File: config.mk
export PLATFORM = sky130hd
export DESIGN_NAME = ascii_ppm_stream_parser_flat
export DESIGN_NICKNAME = d
export VERILOG_FILES = /design/src/sv/ppmp_pkg.sv /design/src/sv/ppmp_req_if.sv /design/src/sv/ppmp_rsp_if.sv /design/src/sv/ppmp_front.sv /design/src/sv/ppmp_back.sv /design/src/sv/ascii_ppm_stream_parser.sv /design/src/flat_wrapper.sv
export SDC_FILE = /design/constraint.sdc
export NUM_CORES = 1
export LEC_CHECK = 0
export BUFFER_PORTS_ARGS = -buffer_cell sky130_fd_sc_hd__buf_2
export CAP_MARGIN = 0
export CELL_PAD_IN_SITES_DETAIL_PLACEMENT = 0
export CELL_PAD_IN_SITES_GLOBAL_PLACEMENT = 2
export CORE_MARGIN = 1.5
export CORE_UTILIZATION = 35
export CTS_CLUSTER_DIAMETER = 100
export DETAILED_ROUTE_END_ITERATION = 10
export GPL_TIMING_DRIVEN = 0
export PLACE_DENSITY = 0.8
export SLEW_MARGIN = 20
export SYNTH_ARGS = -nofsm -noshare
export SYNTH_HDL_FRONTEND = slang
export SYNTH_SLANG_ARGS = --single-unit
File: constraint.sdc
create_clock -name clock -period 4.5 [get_ports clock]
set_input_delay 1.35 -clock clock [delete_from_list [all_inputs] [get_ports clock]]
set_output_delay 1.35 -clock clock [all_outputs]
set_load 0.02 [all_outputs]
File: src/sv/ppmp_pkg.sv
package ppmp_pkg;

   localparam logic [7:0] CHAR_SPACE   = 8'h20;
   localparam logic [7:0] CHAR_TAB     = 8'h09;
   localparam logic [7:0] CHAR_NEWLINE = 8'h0A;
   localparam logic [7:0] CHAR_HASH    = 8'h23;
   localparam logic [7:0] CHAR_ZERO    = 8'h30;
   localparam logic [7:0] CHAR_NINE    = 8'h39;

   localparam logic [2:0] KIND_FORMAT = 3'd0;
   localparam logic [2:0] KIND_WIDTH  = 3'd1;
   localparam logic [2:0] KIND_HEIGHT = 3'd2;
   localparam logic [2:0] KIND_MAXC   = 3'd3;
   localparam logic [2:0] KIND_SAMPLE = 3'd4;

   localparam logic [1:0] CHANNEL_BLUE = 2'd2;

   typedef struct packed {
      logic [7:0] byte_in;
      logic       eof;
      logic       sep;
      logic       digit;
      logic       hash;
      logic       newline;
   } token_byte_type;

   typedef struct packed {
      logic [2:0]  kind;
      logic [15:0] value;
      logic [1:0]  channel;
      logic [15:0] column;
      logic [15:0] row;
      logic        last;
   } result_type;

endpackage

File: src/sv/ppmp_req_if.sv
interface ppmp_req_if;
   logic       valid;
   logic       ready;
   logic [7:0] byte_in;
   logic       end_of_file;

   modport source (output valid, output byte_in, output end_of_file, input ready);
   modport sink (input valid, input byte_in, input end_of_file, output ready);
endinterface

File: src/sv/ppmp_rsp_if.sv
interface ppmp_rsp_if;
   logic        valid;
   logic        ready;
   logic [2:0]  kind;
   logic [15:0] value;
   logic [1:0]  channel;
   logic [15:0] column;
   logic [15:0] row;
   logic        last;

   modport source (output valid, output kind, output value, output channel,
                   output column, output row, output last, input ready);
   modport sink (input valid, input kind, input value, input channel,
                 input column, input row, input last, output ready);
endinterface

File: src/sv/ppmp_front.sv
module ppmp_front (
   input  logic                    clock,
   input  logic                    reset,
   ppmp_req_if.sink                req_bus,
   output logic                    q_valid,
   output ppmp_pkg::token_byte_type q_entry,
   input  logic                    q_pop
);

   ppmp_pkg::token_byte_type entry_ff [2];
   ppmp_pkg::token_byte_type class_in;
   logic       wr_ptr_ff, wr_ptr_in;
   logic       rd_ptr_ff, rd_ptr_in;
   logic [1:0] count_ff, count_in;
   logic       push;
   logic       pop;

   // byte classification
   always_comb begin
      class_in.byte_in = req_bus.byte_in;
      class_in.eof     = req_bus.end_of_file;
      class_in.newline = (req_bus.byte_in == ppmp_pkg::CHAR_NEWLINE);
      class_in.sep     = req_bus.end_of_file || class_in.newline
                         || (req_bus.byte_in == ppmp_pkg::CHAR_SPACE)
                         || (req_bus.byte_in == ppmp_pkg::CHAR_TAB);
      class_in.digit   = (req_bus.byte_in >= ppmp_pkg::CHAR_ZERO)
                         && (req_bus.byte_in <= ppmp_pkg::CHAR_NINE);
      class_in.hash    = (req_bus.byte_in == ppmp_pkg::CHAR_HASH);
   end

   assign req_bus.ready = (count_ff != 2'd2);
   assign push          = req_bus.valid && req_bus.ready;
   assign q_valid       = (count_ff != 2'd0);
   assign pop           = q_pop && q_valid;
   assign q_entry       = entry_ff[rd_ptr_ff];

   always_comb begin
      wr_ptr_in = push ? ~wr_ptr_ff : wr_ptr_ff;
      rd_ptr_in = pop ? ~rd_ptr_ff : rd_ptr_ff;
      count_in  = count_ff;
      if (push && !pop) begin
         count_in = count_ff + 2'd1;
      end else if (pop && !push) begin
         count_in = count_ff - 2'd1;
      end
   end

   always_ff @(posedge clock) begin
      if (reset) begin
         wr_ptr_ff <= 1'b0;
         rd_ptr_ff <= 1'b0;
         count_ff  <= 2'd0;
      end else begin
         wr_ptr_ff <= wr_ptr_in;
         rd_ptr_ff <= rd_ptr_in;
         count_ff  <= count_in;
      end
   end

   always_ff @(posedge clock) begin
      if (push) begin
         entry_ff[wr_ptr_ff] <= class_in;
      end
   end

endmodule

File: src/sv/ppmp_back.sv
module ppmp_back #(
   parameter int VALUE_BITS = 16
) (
   input  logic                     clock,
   input  logic                     reset,
   input  logic                     q_valid,
   input  ppmp_pkg::token_byte_type q_entry,
   output logic                     q_pop,
   ppmp_rsp_if.source               rsp_bus
);

   localparam logic [2:0] PH_MAGIC1 = 3'd0;
   localparam logic [2:0] PH_MAGIC2 = 3'd1;
   localparam logic [2:0] PH_WIDTH  = 3'd2;
   localparam logic [2:0] PH_HEIGHT = 3'd3;
   localparam logic [2:0] PH_MAXC   = 3'd4;
   localparam logic [2:0] PH_SAMPLE = 3'd5;
   localparam logic [2:0] PH_DONE   = 3'd6;

   localparam int WIDE_BITS = VALUE_BITS + 4;
   localparam logic [WIDE_BITS-1:0] MAX_WIDE = {4'd0, {VALUE_BITS{1'b1}}};

   logic [2:0]            phase_ff, phase_in;
   logic                  in_comment_ff, in_comment_in;
   logic                  in_token_ff, in_token_in;
   logic [VALUE_BITS-1:0] acc_ff, acc_in;
   logic [7:0]            magic_ff, magic_in;
   logic [15:0]           width_ff, width_in;
   logic [15:0]           height_ff, height_in;
   logic [1:0]            chan_ff, chan_in;
   logic [15:0]           col_ff, col_in;
   logic [15:0]           row_ff, row_in;
   logic                  rsp_valid_ff, rsp_valid_in;
   ppmp_pkg::result_type  rsp_ff, rsp_in;

   logic                  load;
   logic [WIDE_BITS-1:0]  acc_next;
   logic [31:0]           acc_wide;
   logic [15:0]           acc_sat;
   logic                  col_end;
   logic                  row_end;
   logic                  last_sample;

   assign q_pop    = q_valid && (!rsp_valid_ff || rsp_bus.ready);
   assign acc_next = ({4'd0, acc_ff} << 3) + ({4'd0, acc_ff} << 1)
                     + WIDE_BITS'(q_entry.byte_in[3:0]);
   assign acc_wide = 32'(acc_ff);
   assign acc_sat  = (acc_wide > 32'h0000_FFFF) ? 16'hFFFF : acc_wide[15:0];
   assign col_end  = ({1'b0, col_ff} + 17'd1) >= {1'b0, width_ff};
   assign row_end  = ({1'b0, row_ff} + 17'd1) >= {1'b0, height_ff};
   assign last_sample = (chan_ff == ppmp_pkg::CHANNEL_BLUE) && col_end && row_end;

   always_comb begin
      phase_in      = phase_ff;
      in_comment_in = in_comment_ff;
      in_token_in   = in_token_ff;
      acc_in        = acc_ff;
      magic_in      = magic_ff;
      width_in      = width_ff;
      height_in     = height_ff;
      chan_in       = chan_ff;
      col_in        = col_ff;
      row_in        = row_ff;
      load          = 1'b0;
      rsp_in        = rsp_ff;
      if (q_pop) begin
         case (phase_ff)
            PH_MAGIC1: begin
               if (!q_entry.eof) begin
                  magic_in = q_entry.byte_in;
                  phase_in = PH_MAGIC2;
               end
            end
            PH_MAGIC2: begin
               if (!q_entry.eof) begin
                  phase_in = PH_WIDTH;
                  load     = 1'b1;
                  rsp_in   = '{ppmp_pkg::KIND_FORMAT, {magic_ff, q_entry.byte_in},
                               2'd0, 16'd0, 16'd0, 1'b0};
               end
            end
            PH_WIDTH, PH_HEIGHT, PH_MAXC, PH_SAMPLE: begin
               if (in_comment_ff) begin
                  if (q_entry.eof || q_entry.newline) begin
                     in_comment_in = 1'b0;
                  end
               end else if (q_entry.sep) begin
                  if (in_token_ff) begin
                     acc_in      = '0;
                     in_token_in = 1'b0;
                     load        = 1'b1;
                     rsp_in      = '{ppmp_pkg::KIND_WIDTH, acc_wide[15:0],
                                    2'd0, 16'd0, 16'd0, 1'b0};
                     case (phase_ff)
                        PH_WIDTH: begin
                           width_in = acc_sat;
                           phase_in = PH_HEIGHT;
                        end
                        PH_HEIGHT: begin
                           height_in   = acc_sat;
                           phase_in    = PH_MAXC;
                           rsp_in.kind = ppmp_pkg::KIND_HEIGHT;
                        end
                        PH_MAXC: begin
                           chan_in     = 2'd0;
                           col_in      = 16'd0;
                           row_in      = 16'd0;
                           rsp_in.kind = ppmp_pkg::KIND_MAXC;
                           phase_in    = (width_ff == 16'd0 || height_ff == 16'd0)
                                         ? PH_DONE : PH_SAMPLE;
                        end
                        default: begin
                           rsp_in = '{ppmp_pkg::KIND_SAMPLE, acc_wide[15:0],
                                      chan_ff, col_ff, row_ff, last_sample};
                           if (chan_ff == ppmp_pkg::CHANNEL_BLUE) begin
                              chan_in = 2'd0;
                              if (col_end) begin
                                 col_in = 16'd0;
                                 row_in = row_ff + 16'd1;
                              end else begin
                                 col_in = col_ff + 16'd1;
                              end
                           end else begin
                              chan_in = chan_ff + 2'd1;
                           end
                           if (last_sample) begin
                              phase_in = PH_DONE;
                           end
                        end
                     endcase
                  end
               end else if (q_entry.digit) begin
                  acc_in      = (acc_next > MAX_WIDE) ? {VALUE_BITS{1'b1}}
                                                      : acc_next[VALUE_BITS-1:0];
                  in_token_in = 1'b1;
               end else if (!in_token_ff && q_entry.hash) begin
                  in_comment_in = 1'b1;
               end
            end
            default: begin
            end
         endcase
      end
      rsp_valid_in = load || (rsp_valid_ff && !rsp_bus.ready);
   end

   always_ff @(posedge clock) begin
      if (reset) begin
         phase_ff      <= PH_MAGIC1;
         in_comment_ff <= 1'b0;
         in_token_ff   <= 1'b0;
         acc_ff        <= '0;
         magic_ff      <= 8'd0;
         width_ff      <= 16'd0;
         height_ff     <= 16'd0;
         chan_ff       <= 2'd0;
         col_ff        <= 16'd0;
         row_ff        <= 16'd0;
         rsp_valid_ff  <= 1'b0;
      end else begin
         phase_ff      <= phase_in;
         in_comment_ff <= in_comment_in;
         in_token_ff   <= in_token_in;
         acc_ff        <= acc_in;
         magic_ff      <= magic_in;
         width_ff      <= width_in;
         height_ff     <= height_in;
         chan_ff       <= chan_in;
         col_ff        <= col_in;
         row_ff        <= row_in;
         rsp_valid_ff  <= rsp_valid_in;
      end
   end

   always_ff @(posedge clock) begin
      if (load) begin
         rsp_ff <= rsp_in;
      end
   end

   assign rsp_bus.valid   = rsp_valid_ff;
   assign rsp_bus.kind    = rsp_ff.kind;
   assign rsp_bus.value   = rsp_ff.value;
   assign rsp_bus.channel = rsp_ff.channel;
   assign rsp_bus.column  = rsp_ff.column;
   assign rsp_bus.row     = rsp_ff.row;
   assign rsp_bus.last    = rsp_ff.last;

endmodule

File: src/sv/ascii_ppm_stream_parser.sv
// channel   dir   handshake     payload
// req_bus   in    valid/ready   byte_in[7:0], end_of_file
// rsp_bus   out   valid/ready   kind[2:0], value[15:0], channel[1:0], column[15:0],
//                               row[15:0], last
//
// one byte per cycle sustained while results are taken; a byte is classified into a
// two-entry queue at its transfer and updates the parser state when the queue pops it,
// loading any result then; results sit in one output register; the parser holds the
// next byte while it waits; req_bus.ready drops only when the queue holds two bytes
// synchronous reset returns the parser to the first magic byte
module ascii_ppm_stream_parser #(
   parameter int VALUE_BITS = 16
) (
   input  logic       clock,
   input  logic       reset,
   ppmp_req_if.sink   req_bus,
   ppmp_rsp_if.source rsp_bus
);

   logic                     q_valid;
   logic                     q_pop;
   ppmp_pkg::token_byte_type q_entry;

   ppmp_front u_front (
      .clock   (clock),
      .reset   (reset),
      .req_bus (req_bus),
      .q_valid (q_valid),
      .q_entry (q_entry),
      .q_pop   (q_pop)
   );

   ppmp_back #(
      .VALUE_BITS (VALUE_BITS)
   ) u_back (
      .clock   (clock),
      .reset   (reset),
      .q_valid (q_valid),
      .q_entry (q_entry),
      .q_pop   (q_pop),
      .rsp_bus (rsp_bus)
   );

endmodule
File: src/flat_wrapper.sv
// flat-port wrapper written by rule: the top's interface ports become plain ports
module ascii_ppm_stream_parser_flat 
#(
   parameter int VALUE_BITS = 16
)
  (clock, reset, req_bus_valid, req_bus_byte_in, req_bus_end_of_file, req_bus_ready, rsp_bus_valid, rsp_bus_kind, rsp_bus_value, rsp_bus_channel, rsp_bus_column, rsp_bus_row, rsp_bus_last, rsp_bus_ready);
  ppmp_req_if req_bus_i ();
  ppmp_rsp_if rsp_bus_i ();
  input  logic clock;
  input  logic reset;
  input wire logic [$bits(req_bus_i.valid)-1:0] req_bus_valid;
  input wire logic [$bits(req_bus_i.byte_in)-1:0] req_bus_byte_in;
  input wire logic [$bits(req_bus_i.end_of_file)-1:0] req_bus_end_of_file;
  output wire logic [$bits(req_bus_i.ready)-1:0] req_bus_ready;
  output wire logic [$bits(rsp_bus_i.valid)-1:0] rsp_bus_valid;
  output wire logic [$bits(rsp_bus_i.kind)-1:0] rsp_bus_kind;
  output wire logic [$bits(rsp_bus_i.value)-1:0] rsp_bus_value;
  output wire logic [$bits(rsp_bus_i.channel)-1:0] rsp_bus_channel;
  output wire logic [$bits(rsp_bus_i.column)-1:0] rsp_bus_column;
  output wire logic [$bits(rsp_bus_i.row)-1:0] rsp_bus_row;
  output wire logic [$bits(rsp_bus_i.last)-1:0] rsp_bus_last;
  input wire logic [$bits(rsp_bus_i.ready)-1:0] rsp_bus_ready;
  assign req_bus_i.valid = req_bus_valid;
  assign req_bus_i.byte_in = req_bus_byte_in;
  assign req_bus_i.end_of_file = req_bus_end_of_file;
  assign req_bus_ready = req_bus_i.ready;
  assign rsp_bus_valid = rsp_bus_i.valid;
  assign rsp_bus_kind = rsp_bus_i.kind;
  assign rsp_bus_value = rsp_bus_i.value;
  assign rsp_bus_channel = rsp_bus_i.channel;
  assign rsp_bus_column = rsp_bus_i.column;
  assign rsp_bus_row = rsp_bus_i.row;
  assign rsp_bus_last = rsp_bus_i.last;
  assign rsp_bus_i.ready = rsp_bus_ready;
  ascii_ppm_stream_parser #(.VALUE_BITS(VALUE_BITS)) u_core (.clock(clock), .reset(reset), .req_bus(req_bus_i), .rsp_bus(rsp_bus_i));
endmodule
==> results of run 1 <==
[synth_stat cells, drive strengths merged, types with 2 or more instances]
cell type	count	area, µm²
a21oi	87	443
a22o	13	114
nor4	14	93.8
fa	2	40.0
mux2i	28	280
o31ai	3	36.3
nor2b	6	37.5
and3	42	263
a211o	5	43.8
o32ai	8	70.1
ha	66	826
a22oi	5	37.5
buf	13	91.3
o311ai	2	17.5
o21ai	49	268
nand4	12	75.1
o22ai	4	25.0
a31oi	5	31.3
o211ai	7	52.6
or4	4	37.5
nand2b	10	70.1
nor4b	3	32.5
nand2	85	329
dfxtp	101	2020
edfxtp	80	2400
mux2	9	101
nor3b	2	20.0
inv	49	184
nand3	29	145
o2111ai	2	17.5
o21a	5	37.5
a21o	13	100
a211oi	13	103
or3	8	50.1
nand3b	2	15.0
nor3	22	115
or4b	4	40.0
clkbuf	31	126
and2	3	18.8
xor2	22	211
xnor2	24	210
nor2	75	289
[per-layer routing]
metal,track usage,vias to the layer above,wire length [µm]
li1,-,3764,-
met1,0.248,3457,12600
met2,0.284,112,11100
met3,0.0241,15,557
met4,0.0392,0,195
met5,0,-,0
[logic make-up (layout without fill, tap and decap cells)]
group / count (synthesis) / after routing / synth area share
and+or+nand+nor: 324 / 324 / 0.172
AOI/OAI and AO/OA: 230 / 230 / 0.155
buffers and inverters: 93 / 195 / 0.0416
DFF: 181 / 181 / 0.459
adders and majority gates: 68 / 68 / 0.0898
xor gates and xnor gates: 46 / 46 / 0.0437
muxes: 37 / 37 / 0.0396
[power by group through the flow]
stage | logic [W] | clock network (W) | registers (W)
2_1_floorplan | 0.000408 | 0 | 0.00199
3_3_place_gp | 0.000640 | 0 | 0.00196
3_5_place_dp | 0.000649 | 0 | 0.00196
4_1_cts | 0.000658 | 0.00154 | 0.00192
5_1_grt | 0.000720 | 0.00160 | 0.00193
6_report | 0.000651 | 0.00151 | 0.00192
[what timing repair did]
action                     in CTS  in global routing
buffers inserted                0                  3
resized for setup               4                  9
pin swaps                       1                  2
setup endpoints to repair      31                 39
[final cells by class]
type / instances / area share
multi-input combinational: 705 / 0.438
sequential: 181 / 0.399
tap: 341 / 0.0385
clock buffer: 17 / 0.0384
timing repair buffer: 72 / 0.0345
buffer: 42 / 0.0197
inverter: 49 / 0.0166
clock inverter: 15 / 0.0156
[sequential cells by signal, indices dropped and copies added, names as in the netlist, 3 cells and up, named ones only]
signal and count:
u_core.u_back.rsp_bus.kind 3, u_core.u_back.col_ff 16, u_core.u_back.width_ff 16, u_core.u_back.row_ff 16
u_core.u_back.phase_ff 3, u_core.u_back.acc_ff 16, u_core.u_front.entry_ff 26, u_core.u_back.rsp_bus.column 16
u_core.u_back.rsp_bus.row 16, u_core.u_back.magic_ff 8, u_core.u_back.rsp_bus.value 16, u_core.u_back.height_ff 16
[metrics by stage]
stage	utilization	total power, W	cell area [µm²]	std cells
after CTS	0.408	0.00412	11000	1419
after floorplan	-	0.00240	9650	979
after detailed placement	0.386	0.00261	10400	1389
after global placement	0.385	0.00260	10400	1388
final	0.410	0.00408	11100	1422
after global routing	0.410	0.00426	11100	1422
[worst max-delay path, stage by stage, from the launching register on]
cell and delay [ns]:
sky130_fd_sc_hd__dfxtp_1 0.32, sky130_fd_sc_hd__clkbuf_4 0.28, sky130_fd_sc_hd__mux2i_2 0.40, sky130_fd_sc_hd__inv_1 0.10
sky130_fd_sc_hd__fa_1 0.50, sky130_fd_sc_hd__fa_1 0.50, sky130_fd_sc_hd__a211o_1 0.35, sky130_fd_sc_hd__a211oi_2 0.27
sky130_fd_sc_hd__nor4_1 0.10, sky130_fd_sc_hd__or4_4 0.43, sky130_fd_sc_hd__a2111oi_4 0.44, sky130_fd_sc_hd__nand2b_4 0.24
sky130_fd_sc_hd__buf_12 0.14, sky130_fd_sc_hd__o21ai_2 0.05
[worst max-delay path by stage]
stage	from	cells after the start	end	slack (ns)
2_1_floorplan	flip-flop	14	u_core.u_back.acc_ff[10]	0.27
3_3_place_gp	flip-flop	14	u_core.u_back.acc_ff[3]	-0.51
3_5_place_dp	flip-flop	14	u_core.u_back.acc_ff[4]	-0.54
4_1_cts	flip-flop	13	u_core.u_back.acc_ff[4]	0.005
5_1_grt	flip-flop	13	u_core.u_back.acc_ff[4]	0.05
6_report	flip-flop	13	u_core.u_back.acc_ff[10]	0.23
==> results.txt, run 1 <==
The most common cell after layout, fill and taps aside is sky130_fd_sc_hd__dfxtp_1. The worst hold path belongs to the class reg -> reg. Average instance area after synthesis: 9.85 µm². Measured in cells, the most critical reg-to-reg path has a length of 13. In the layout the commonest cells are 100 x sky130_fd_sc_hd__dfxtp_1, 85 x sky130_fd_sc_hd__a21oi_1, 81 x sky130_fd_sc_hd__nand2_1, 80 x sky130_fd_sc_hd__edfxtp_1. The max capacitance violation total came out at 0.

The first global-routing pass estimated 39.0 mm of wire. The proportion of layout cells with a drive suffix above 1 is 0.154. The async set or reset register ratio after synthesis is 0, and the clock-pin slew on the worst setup and hold paths is 0.08 ns. The first-pass iteration count of the detailed router is 4, and the routed length per instance is 17.2 µm. The transition time at the pin with the least slew margin was 0.771 ns. Wires add up to 24.5 mm.

The total number of yosys warnings came out at 0. Final worst-path setup slack: 0.231 ns. The vias per cell works out to 5.17.

Power density of the placed cells: 368 nW/µm². The final number of max-transition violations came out at 0. The run gives 0.175 as the global router's overall resource usage.

The count of clock tree sinks came out at 181. In this run the horizontal extent of the chip is 169 µm. Compared with the post-synthesis result, the final layout area differs by 15.0%. The placed wire-length estimate after detailed placement is 17.8 mm, and the effective utilization at floorplan is 0.357. The number of diodes came out at 0. The run gives 0 as the remaining antenna violation count after routing.

The worst setup path is of the reg -> reg kind. For the remaining global-route overflow, the log shows 0. Clock tree synthesis inserted a total of 17 buffers.

On the final layout, the worst hold slack is 0.476 ns. Pin placement for this block handled 69 I/O pins. Prior to clock tree synthesis, the placed netlist has a worst setup slack of -0.538 ns. Yosys mapped a number of flops with a built-in enable equal to 80.

The worst max-slew margin expressed relative to the limit was 0.482; the setup TNS was 0 ns. The total area inside the core boundary comes to 27000 µm². The final RePlAce weighted congestion is 0.808.

Subtracting the final worst setup slack from the clock period gives 4.27 ns. In this run the static leakage power is 4.47 nW. The pin count of the biggest net entering global routing came out at 38.

Cell internal power was estimated by the tool at 0.00284 W. The number of nets handed over by synthesis was 1060. Summed over all nets, the switching power comes to 0.00124 W. The run gives 6966 as the via count of the first global-routing pass. The startpoint type of the worst setup path was a flip-flop. The netlist uses 74 different library cells. STA classifies the critical path endpoint as a flip-flop.

The multi-input combinational cells in the finished layout cover a total of 4860 µm². Setup repair after global routing left no endpoint under its margin. TritonCTS built the clock tree. The die boundary height is 169 µm. Among all flip-flop cells after synthesis, the most frequent one is sky130_fd_sc_hd__dfxtp_1. During placement, the flow inserted port buffers numbering 68. Across all layers, the routed design uses 7348 vias. The run gives 0.159 as the combinational share of power.

The switching portion of total power was 0.304. The share of the clock period used by the worst path after layout was 0.949; the area of all sequential standard cells was 4430 µm². The logs give 306 for the DRC marker count from the first detailed-route iteration and 0 for the post-detailed-route DRC marker count. The mapped netlist covers 9650 µm². The tools report the proportion of synthesized chip area in sequential cells as 0.459. The tools report the peak clock frequency supported by timing as 234 MHz.

At the end of the flow, the number of nets in the layout was 1149. The number of buffers inserted by hold repair at cts is 0, and the synthesized instance count is 979. No sink is reached through more buffers than the 2 on the longest clock path. Critical path required time: 4.80 ns. Setup violations remaining at the end of the flow were counted as 0. Between clock sinks in the finished design, the worst skew comes to 0.0227 ns. Synthesis inferred 181 register bits. The tools report the layout filler cell count as 2706.

Of all nets on the critical path, the largest fanout is 15. Startpoint of the lowest-slack hold path: u_core.u_back.width_ff[11]. The worst hold path was traced through 2 stages.

CTS built an H-tree with a depth of 4. For the worst ir drop on vdd, the log shows 0.195 mV. The sink of the worst hold path was u_core.u_back.width_ff[11]. The worst register-to-register path has a setup slack of 0.23 ns.

The run finished with clean final reports. The die covers 28600 µm². Clock latency on the worst-skew pair, taken at its later pin, is 0.45 ns. The hold violation count in the final report is 0, and the sequential fraction of design power is 0.470.

The clock power share was 0.370; the number of antenna violations at the first check in global routing was 0. After floorplanning, the core was divided into 60 placement rows. For the worst setup path, the data arrival time is 4.57 ns. The root buffer cell chosen for the clock tree is sky130_fd_sc_hd__clkbuf_16. In this run the critical register-to-register path is captured at u_core.u_back.acc_ff[10].
Power figures use the tool's default switching activity.
==> run 2, diff against run 1 <==
Settings changed: ABC_AREA from default to 1, CORE_MARGIN 1.5 to default, CORE_UTILIZATION 35 to 33, CTS_CLUSTER_DIAMETER 100 to 80.
==> run 2 against run 1 <==
Net effect:
- global-route usage is 1.1 points lower
- critical endpoint is now u_core.u_back.acc_ff[12]
- sequential cell count stayed put
- register-to-register slack improved by 0.62 ns
- cell area is essentially flat
- synthesized cell count rose by 17%
- routed wire length decreased by 3.9%
- worst setup slack improved by 0.62 ns
- worst hold slack got worse by 0.017 ns
- fmax up 17%
- highest routed layer unchanged
- critical path type unchanged
==> results.txt, run 2 <==
The run finished with clean final reports. The logs give 1224 (+15%) for the synthesized netlist net count and 3.93 ns (-0.64 ns) for the data arrival at the endpoint of the critical path. The logs give 0 (unchanged) for the final setup violation count and 0.335 (-0.0220) for the effective utilization at floorplan. By instance count, the leading cell after synthesis is sky130_fd_sc_hd__nand2_1. The clock latency on the worst-skew pair came out at 0.44 ns (about the same). The tools report the total number of yosys warnings as 0 (unchanged). The sequential fraction of design power is 0.443 (-0.027). The register bit total from synthesis is 181 (unchanged), and the DRC marker count from the first detailed-route iteration is 361 (+18%).

Number of antenna violations at the first check in global routing: 0 (unchanged). Compared with the post-synthesis result, the final layout area differs by 15.7%. Number of clock buffers inserted by TritonCTS: 17 (unchanged). Final instance area: 11100 µm² (about the same). The async set or reset register ratio after synthesis was 0 (unchanged). The critical path required time is 4.78 ns (-0.02 ns), and the first-pass iteration count of the detailed router is 5 (+1). TritonCTS built the clock tree. The routed wire length was 23.6 mm (-3.9%). The transition time at the pin with the least slew margin is 0.797 ns (+0.0264 ns). The logs give 0.00442 W (+8.3%) for the overall power of the completed layout and 37.1 mm (-4.9%) for the first-pass GRT wire length. The tools report the worst-case clock skew as 0.0154 ns (-0.00725 ns). Hold violation count in the final report: 0 (unchanged). The commonest cells after synthesis are 195 x sky130_fd_sc_hd__nand2_1, 159 x sky130_fd_sc_hd__inv_1, 116 x sky130_fd_sc_hd__nor2_1.

The cell type with the highest aggregate area in the netlist is sky130_fd_sc_hd__edfxtp_1. The count of nets after finishing is 1314 (+14%), and the remaining antenna violation count after routing is 0 (unchanged). Number of top-level pins: 69 (unchanged).

The die boundary height is 172 µm (+2.0%). The proportion of layout cells with a drive suffix above 1 came out at 0.131 (-0.0227). The tree is rooted in a sky130_fd_sc_hd__clkbuf_16. The number of diodes was 0 (unchanged); the via count of the routed design was 7583 (+3.2%).

The final number of max-transition violations was 0 (unchanged). The tools report the worst max-slew margin expressed relative to the limit as 0.469 (-0.0137). The power density of the placed cells came out at 399 nW/µm² (+8.2%). For the via count of the first global-routing pass, the log shows 6970 (+0.057%). Type of the worst min-delay path: reg -> reg. The tools report the maximum buffer depth of the clock tree as 2 (unchanged).

The netlist area before placement is 9590 µm² (-0.60%). The worst setup path is captured at a flip-flop. The share of the clock period used by the worst path after layout works out to 0.811 (-0.137).

Leaving out fill and tap cells, the most frequent cell in the layout is sky130_fd_sc_hd__nand2_1. The biggest fanout along the worst timing path works out to 10 (-5). The critical path in this run is classified as reg -> reg. The run gives 0.461 (+0.00275) as the proportion of synthesized chip area in sequential cells. Clock-pin slew on the worst setup and hold paths: 0.08 ns (about the same). The top-area cell type share of the netlist area was 0.251 (+0.00149); the placed wire-length estimate after detailed placement was 18.0 mm (+0.91%). The run gives 0.164 (-0.0110) as the global router's overall resource usage. The switching portion of total power was 0.337 (+0.0326). Most flop-heavy register: u_core.u_front.entry_ff. Setup repair after global routing left no endpoint under its margin. For the peak clock frequency supported by timing, the log shows 274 MHz (+17%). Leaving out fill and tap cells, the most frequent cells in the layout are 195 x sky130_fd_sc_hd__nand2_1, 159 x sky130_fd_sc_hd__inv_1, 114 x sky130_fd_sc_hd__nor2_1, 101 x sky130_fd_sc_hd__dfxtp_1, 93 x sky130_fd_sc_hd__a21oi_1. The number of port buffers is 68 (unchanged), and the synthesized instance count is 1143 (+17%). Average instance area after synthesis: 8.39 µm² (-15%). The remaining global-route overflow was 0 (unchanged); the count of different cell masters after synthesis was 46 (-38%). The tools report the cell internal power dissipation as 0.00293 W (+3.2%). The area enclosed by the die boundary was 29700 µm² (+4.1%). Pre-CTS worst setup slack: 0.824 ns (+1.36 ns). The run gives 0 (unchanged) as the number of setup buffers added after CTS.

After synthesis, the cell types taking the most area are sky130_fd_sc_hd__edfxtp_1 25%, sky130_fd_sc_hd__dfxtp_1 21%, sky130_fd_sc_hd__ha_1 8.6%. The max capacitance violation total is 0 (unchanged). The x dimension of the die is 172 µm (+2.0%), and the pin count of the biggest net entering global routing is 23 (-39%).

The combinational share of power was 0.203 (+0.044); the number of H-tree levels was 4 (unchanged). The tools report the number of buffers inserted by hold repair at cts as 0 (unchanged). The smallest hold slack is 0.459 ns (-0.0166 ns), and the net switching component of the power is 0.00149 W (+20%).

The routed length per instance came out at 14.5 µm (-16%). The final worst-path setup slack is 0.850 ns (+0.618 ns). The minimum clock period after layout was 3.65 ns (-0.618 ns); the post-detailed-route DRC marker count was 0 (unchanged). The vias per cell is 4.65 (-10%), and the count of clock tree sinks is 181 (unchanged). The tools report the setup TNS as 0 ns (unchanged). STA classifies the critical path startpoint as a flip-flop. The post-cts gate resize count is 0 (-4). The run gives 62 (+3.3%) as the row count.

The area of placed instances was 10500 µm² (+0.25%); the clock power share was 0.354 (-0.016). The number of enable-type register cells in the synthesized netlist is 80 (unchanged), and the core area is 28600 µm² (+5.9%). Final RePlAce weighted congestion: 0.818 (+1.2%). The logs give 4.73 nW (+5.9%) for the leakage power of the design and 0.236 mV (+21%) for the worst ir drop on vdd.

The top flip-flop cell by instance count after synthesis was sky130_fd_sc_hd__dfxtp_1. The number of flip-flops in the largest register works out to 26 (unchanged).
==> run 2: final cells by class <==
| cell class | instances | area, µm² |
|---|---|---|
| Fill cell | 2979 | 17500 |
| Sequential cell | 181 | 4420 |
| Multi-Input combinational cell | 760 | 4360 |
| Inverter | 169 | 637 |
| Tap cell | 384 | 480 |
| Clock buffer | 17 | 425 |
| Timing Repair Buffer | 71 | 374 |
| Clock inverter | 15 | 211 |
| Buffer | 33 | 189 |
==> run 2: cell families after synthesis <==
family	share of synthesized area
buffers and inverters	0.0861
DFF	0.461
AOI/OAI and AO/OA	0.133
xor gates and xnor gates	0.0292
adders and majority gates	0.0903
and+or+nand+nor	0.200
==> run 2: worst paths after layout <==
check	from	end	slack [ns]	cells after the start
max	flip-flop	u_core.u_back.acc_ff[12]	0.85	18
min	u_core.u_back.magic_ff[5]	u_core.u_back.magic_ff[5]	0.46	2
max reg2reg	flip-flop	u_core.u_back.acc_ff[12]	0.85	18
min reg2reg	u_core.u_back.magic_ff[5]	u_core.u_back.magic_ff[5]	0.46	2
==> run 2: power by group through the flow <==
stage | clock [W] | sequential (W) | combinational, W
global route | 0.00166 | 0.00198 | 0.00102
floorplan | 0 | 0.00203 | 0.000586
detailed placement | 0 | 0.00200 | 0.000908
finish | 0.00156 | 0.00196 | 0.000899
CTS | 0.00160 | 0.00196 | 0.000917
global placement | 0 | 0.00200 | 0.000902
==> run 2: critical path: stages, from the launching register on <==
cell and delay (ns):
sky130_fd_sc_hd__dfxtp_1 0.43, sky130_fd_sc_hd__clkbuf_1 0.35, sky130_fd_sc_hd__nand2_1 0.08, sky130_fd_sc_hd__nand2_1 0.16
sky130_fd_sc_hd__fa_1 0.48, sky130_fd_sc_hd__ha_1 0.31, sky130_fd_sc_hd__nand3_1 0.06, sky130_fd_sc_hd__nand3_1 0.14
sky130_fd_sc_hd__nand2_1 0.10, sky130_fd_sc_hd__nand3_1 0.18, sky130_fd_sc_hd__nand2_1 0.11, sky130_fd_sc_hd__nand2_1 0.11
sky130_fd_sc_hd__inv_1 0.07, sky130_fd_sc_hd__o21ai_0 0.12, sky130_fd_sc_hd__nor2_2 0.27, sky130_fd_sc_hd__buf_2 0.28
sky130_fd_sc_hd__nand3_1 0.10, sky130_fd_sc_hd__nand2_1 0.07, sky130_fd_sc_hd__a21oi_1 0.07
==> run 2: stage by stage <==
step                 util  std cells
floorplan               -       1143
global placement    0.364       1595
detailed placement  0.365       1598
CTS                 0.388       1630
global route        0.388       1630
finish              0.388       1630
==> run 2: metal layers <==
layer | track usage | vias to the layer above | wire, µm
li1 | - | 4007 | -
met1 | 0.220 | 3461 | 11600
met2 | 0.274 | 101 | 11100
met3 | 0.0233 | 14 | 564
met4 | 0.0431 | 0 | 232
met5 | 0 | - | 0
==> run 3, diff against run 2 <==
Clock period 4.5 ns to 3.15 ns, I/O delays scaled along.
==> run 3 against run 2 <==
Net effect:
- register-to-register slack worse by 0.62 ns
- clock-buffer cell count unchanged
- cell area up 4.6%
- via count is 0.70% higher
- worst hold slack worse by 0.0083 ns
==> results.txt, run 3 (synthesis results as in run 2) <==
The worst-case clock skew is 0.0176 ns (+0.00217 ns), and the number of flip-flops in the largest register is 26 (unchanged). The tree is rooted in a sky130_fd_sc_hd__clkbuf_16. The tools report the core area as 28600 µm² (unchanged).

The buffer and inverter count on the worst path was 3 (unchanged); the via count of the routed design was 7636 (+0.70%). The routed wire length was 23.9 mm (+1.4%). TritonCTS built the clock tree. Switching portion of total power: 0.320 (-0.0172). The tools report the final number of max-transition violations as 0 (unchanged). Row count: 62 (unchanged). The number of H-tree levels is 4 (unchanged). Leaving out fill and tap cells, the most frequent cell in the layout is sky130_fd_sc_hd__nand2_1. The count of clock tree sinks was 181 (unchanged). The run gives 29700 µm² (unchanged) as the area enclosed by the die boundary. Sequential fraction of design power: 0.431 (-0.012). The x dimension of the die was 172 µm (unchanged); the critical path required time was 3.43 ns (-1.35 ns). The count of nets after finishing was 1333 (+1.4%); the proportion of layout cells with a drive suffix above 1 was 0.188 (+0.0573). Power density of the placed cells: 562 nW/µm² (+41%). The tools report the via count of the first global-routing pass as 7182 (+3.0%). The worst ir drop on vdd was 0.320 mV (+36%); the share of the clock period used by the worst path after layout was 0.928 (+0.116).

The logs give 342 MHz (+25%) for the peak clock frequency supported by timing and 69 (unchanged) for the number of top-level pins. The pin count of the biggest net entering global routing is 21 (-8.7%). The remaining antenna violation count after routing is 0 (unchanged), and the highest cell delay on the worst timing path is 0.47 ns (about the same). STA classifies the critical path endpoint as a flip-flop. Among the stages of the critical path, the cell type that occurs most often is sky130_fd_sc_hd__nand2_1. The logs give 0 (unchanged) for the number of diodes and 371 (+2.8%) for the DRC marker count from the first detailed-route iteration. The transition time at the pin with the least slew margin is 0.726 ns (-0.0707 ns). The logs give 0 (unchanged) for the number of antenna violations at the first check in global routing and 0.166 (+0.00232) for the global router's overall resource usage. The tools report the startpoint type of the worst setup path as a flip-flop.

The post-detailed-route DRC marker count came out at 0 (unchanged). The post-layout utilization of the core was 0.406 (+0.0178); the pre-CTS worst setup slack was -0.517 ns (-1.34 ns). Cell with the biggest individual delay on the critical path: sky130_fd_sc_hd__fa_1.

The clock latency on the worst-skew pair is 0.43 ns (about the same), and the number of standard cells in the layout, taps in and fillers out is 1649 (+1.2%). The net switching component of the power is 0.00208 W (+40%), and the number of port buffers is 68 (unchanged). The area growth from synthesis to layout is 21.1%. For the leakage power of the design, the log shows 4.95 nW (+4.7%). The routed length per instance was 14.5 µm (+0.21%); the hold violation count in the final report was 0 (unchanged). The tools report the smallest hold slack as 0.451 ns (-0.00825 ns).

The run finished with clean final reports. Ranked by flip-flop count, first place goes to u_core.u_front.entry_ff. The first-pass GRT wire length was 37.9 mm (+2.3%); the combinational share of power was 0.202 (about the same). The logs give 0.367 (+0.013) for the clock power share and 1599 (+0.063%) for the number of placed cells counting well taps. The cell internal power dissipation was 0.00443 W (+51%).

The final RePlAce weighted congestion is 0.818 (about the same). The minimum clock period after layout was 2.92 ns (-0.728 ns). The maximum buffer depth of the clock tree was 2 (unchanged). Walking the worst path, the cells encountered are buf_6 > nand2_1 > nand2_2 > fa_1 > fa_2 > nand3_1 > nand2_1 > inv_2 > o21ai_2 > nand2_1 > nand2_1 > nand2_1 > nand2_1 > nor2_2 > buf_4 > nand3_1 > nand2_1 > a21oi_1. Among cell families on the critical path, the largest total delay comes from simple AND/OR/NAND/NOR gates. The tools report the data arrival at the endpoint of the critical path as 3.20 ns (-0.73 ns).

The critical path in this run is classified as reg -> reg. Die boundary height: 172 µm (unchanged). The final worst-path setup slack was 0.228 ns (-0.622 ns); the first-pass iteration count of the detailed router was 5 (unchanged). The run gives 0 (unchanged) as the final setup violation count.

The biggest fanout along the worst timing path was 10 (unchanged); the clock-pin slew on the worst setup and hold paths was 0.08 ns (about the same). Setup repair after global routing could not meet its margin everywhere. The vias per cell came out at 4.63 (-0.46%). In the layout the commonest cells are 183 x sky130_fd_sc_hd__nand2_1, 154 x sky130_fd_sc_hd__inv_1, 105 x sky130_fd_sc_hd__nor2_1, 95 x sky130_fd_sc_hd__dfxtp_1, 92 x sky130_fd_sc_hd__a21oi_1. In this run the worst hold path is classified as reg -> reg.

The max capacitance violation total is 0 (unchanged). The placed wire-length estimate after detailed placement is 18.0 mm (+0.19%), and the worst max-slew margin expressed relative to the limit is 0.516 (+0.0472). For the number of clock buffers inserted by TritonCTS, the log shows 17 (unchanged). Effective utilization at floorplan: 0.335 (unchanged).

The run gives 0 (unchanged) as the remaining global-route overflow.
## run 3: cell count changes in the layout (fill, tap and decap cells not counted), moves of 8 or more
cell	previous run	this run
sky130_fd_sc_hd__nand2_1	195	183
sky130_fd_sc_hd__nand2_2	1	9
sky130_fd_sc_hd__nor2_1	114	105
sky130_fd_sc_hd__buf_4	4	19
## run 3: area by class of cell
type	instances	area, µm²
Buffer	32	220
Clock buffer	17	425
Clock inverter	15	251
Fill cell	2919	17000
Inverter	169	642
Multi-Input combinational cell	760	4600
Sequential cell	181	4440
Tap cell	384	480
Timing Repair Buffer	91	552
## run 3: timing repair
action / in CTS / in global routing
endpoints found under the setup margin: 52 / 52
gates resized for setup: 26 / 61
pin swaps: 13 / 22
gates cloned: 1 / 1
buffers inserted: 9 / 8
hold buffers: 0 / 0
endpoints found under the hold margin: 0 / 0
## run 3: metal layers
| metal | track usage | wire (µm) | up-vias |
|---|---|---|---|
| met5 | 0 | 0 | - |
| met4 | 0.0366 | 257 | 0 |
| met3 | 0.0247 | 568 | 22 |
| met2 | 0.283 | 11400 | 104 |
| met1 | 0.221 | 11700 | 3474 |
| li1 | - | - | 4036 |
## run 3: worst register-to-register path, stage by stage, from the launching register on
cell,delay (ns)
sky130_fd_sc_hd__dfxtp_4,0.39
sky130_fd_sc_hd__buf_6,0.14
sky130_fd_sc_hd__nand2_1,0.06
sky130_fd_sc_hd__nand2_2,0.10
sky130_fd_sc_hd__fa_1,0.47
sky130_fd_sc_hd__fa_2,0.42
sky130_fd_sc_hd__nand3_1,0.09
sky130_fd_sc_hd__nand2_1,0.09
sky130_fd_sc_hd__inv_2,0.09
sky130_fd_sc_hd__o21ai_2,0.09
sky130_fd_sc_hd__nand2_1,0.09
sky130_fd_sc_hd__nand2_1,0.06
sky130_fd_sc_hd__nand2_1,0.06
sky130_fd_sc_hd__nand2_1,0.06
sky130_fd_sc_hd__nor2_2,0.20
sky130_fd_sc_hd__buf_4,0.18
sky130_fd_sc_hd__nand3_1,0.07
sky130_fd_sc_hd__nand2_1,0.06
sky130_fd_sc_hd__a21oi_1,0.05
## run 3: final timing paths
kind	from	slack, ns	end	depth (start not counted)
setup / recovery	flip-flop	0.23	u_core.u_back.acc_ff[12]	18
hold / removal	u_core.u_back.magic_ff[1]	0.45	u_core.u_back.magic_ff[1]	2
setup reg to reg	flip-flop	0.23	u_core.u_back.acc_ff[12]	18
hold reg to reg	u_core.u_back.magic_ff[1]	0.45	u_core.u_back.magic_ff[1]	2
## run 3: through the flow
stage	setup TNS, ns	power [W]	instance area [µm²]
6_report	0	0.00652	11600
4_1_cts	0	0.00658	11300
3_5_place_dp	-18.74	0.00417	10500
5_1_grt	-0.243	0.00686	11600
2_1_floorplan	0	0.00374	9600
3_3_place_gp	-68.85	0.00415	10400
## run 3: power by group through the flow
stage	Sequential, W	Clock (W)	Combinational [W]
floorplan	0.00290	0	0.000840
global placement	0.00286	0	0.00129
detailed placement	0.00286	0	0.00131
CTS	0.00281	0.00244	0.00133
global route	0.00284	0.00253	0.00150
finish	0.00281	0.00239	0.00132
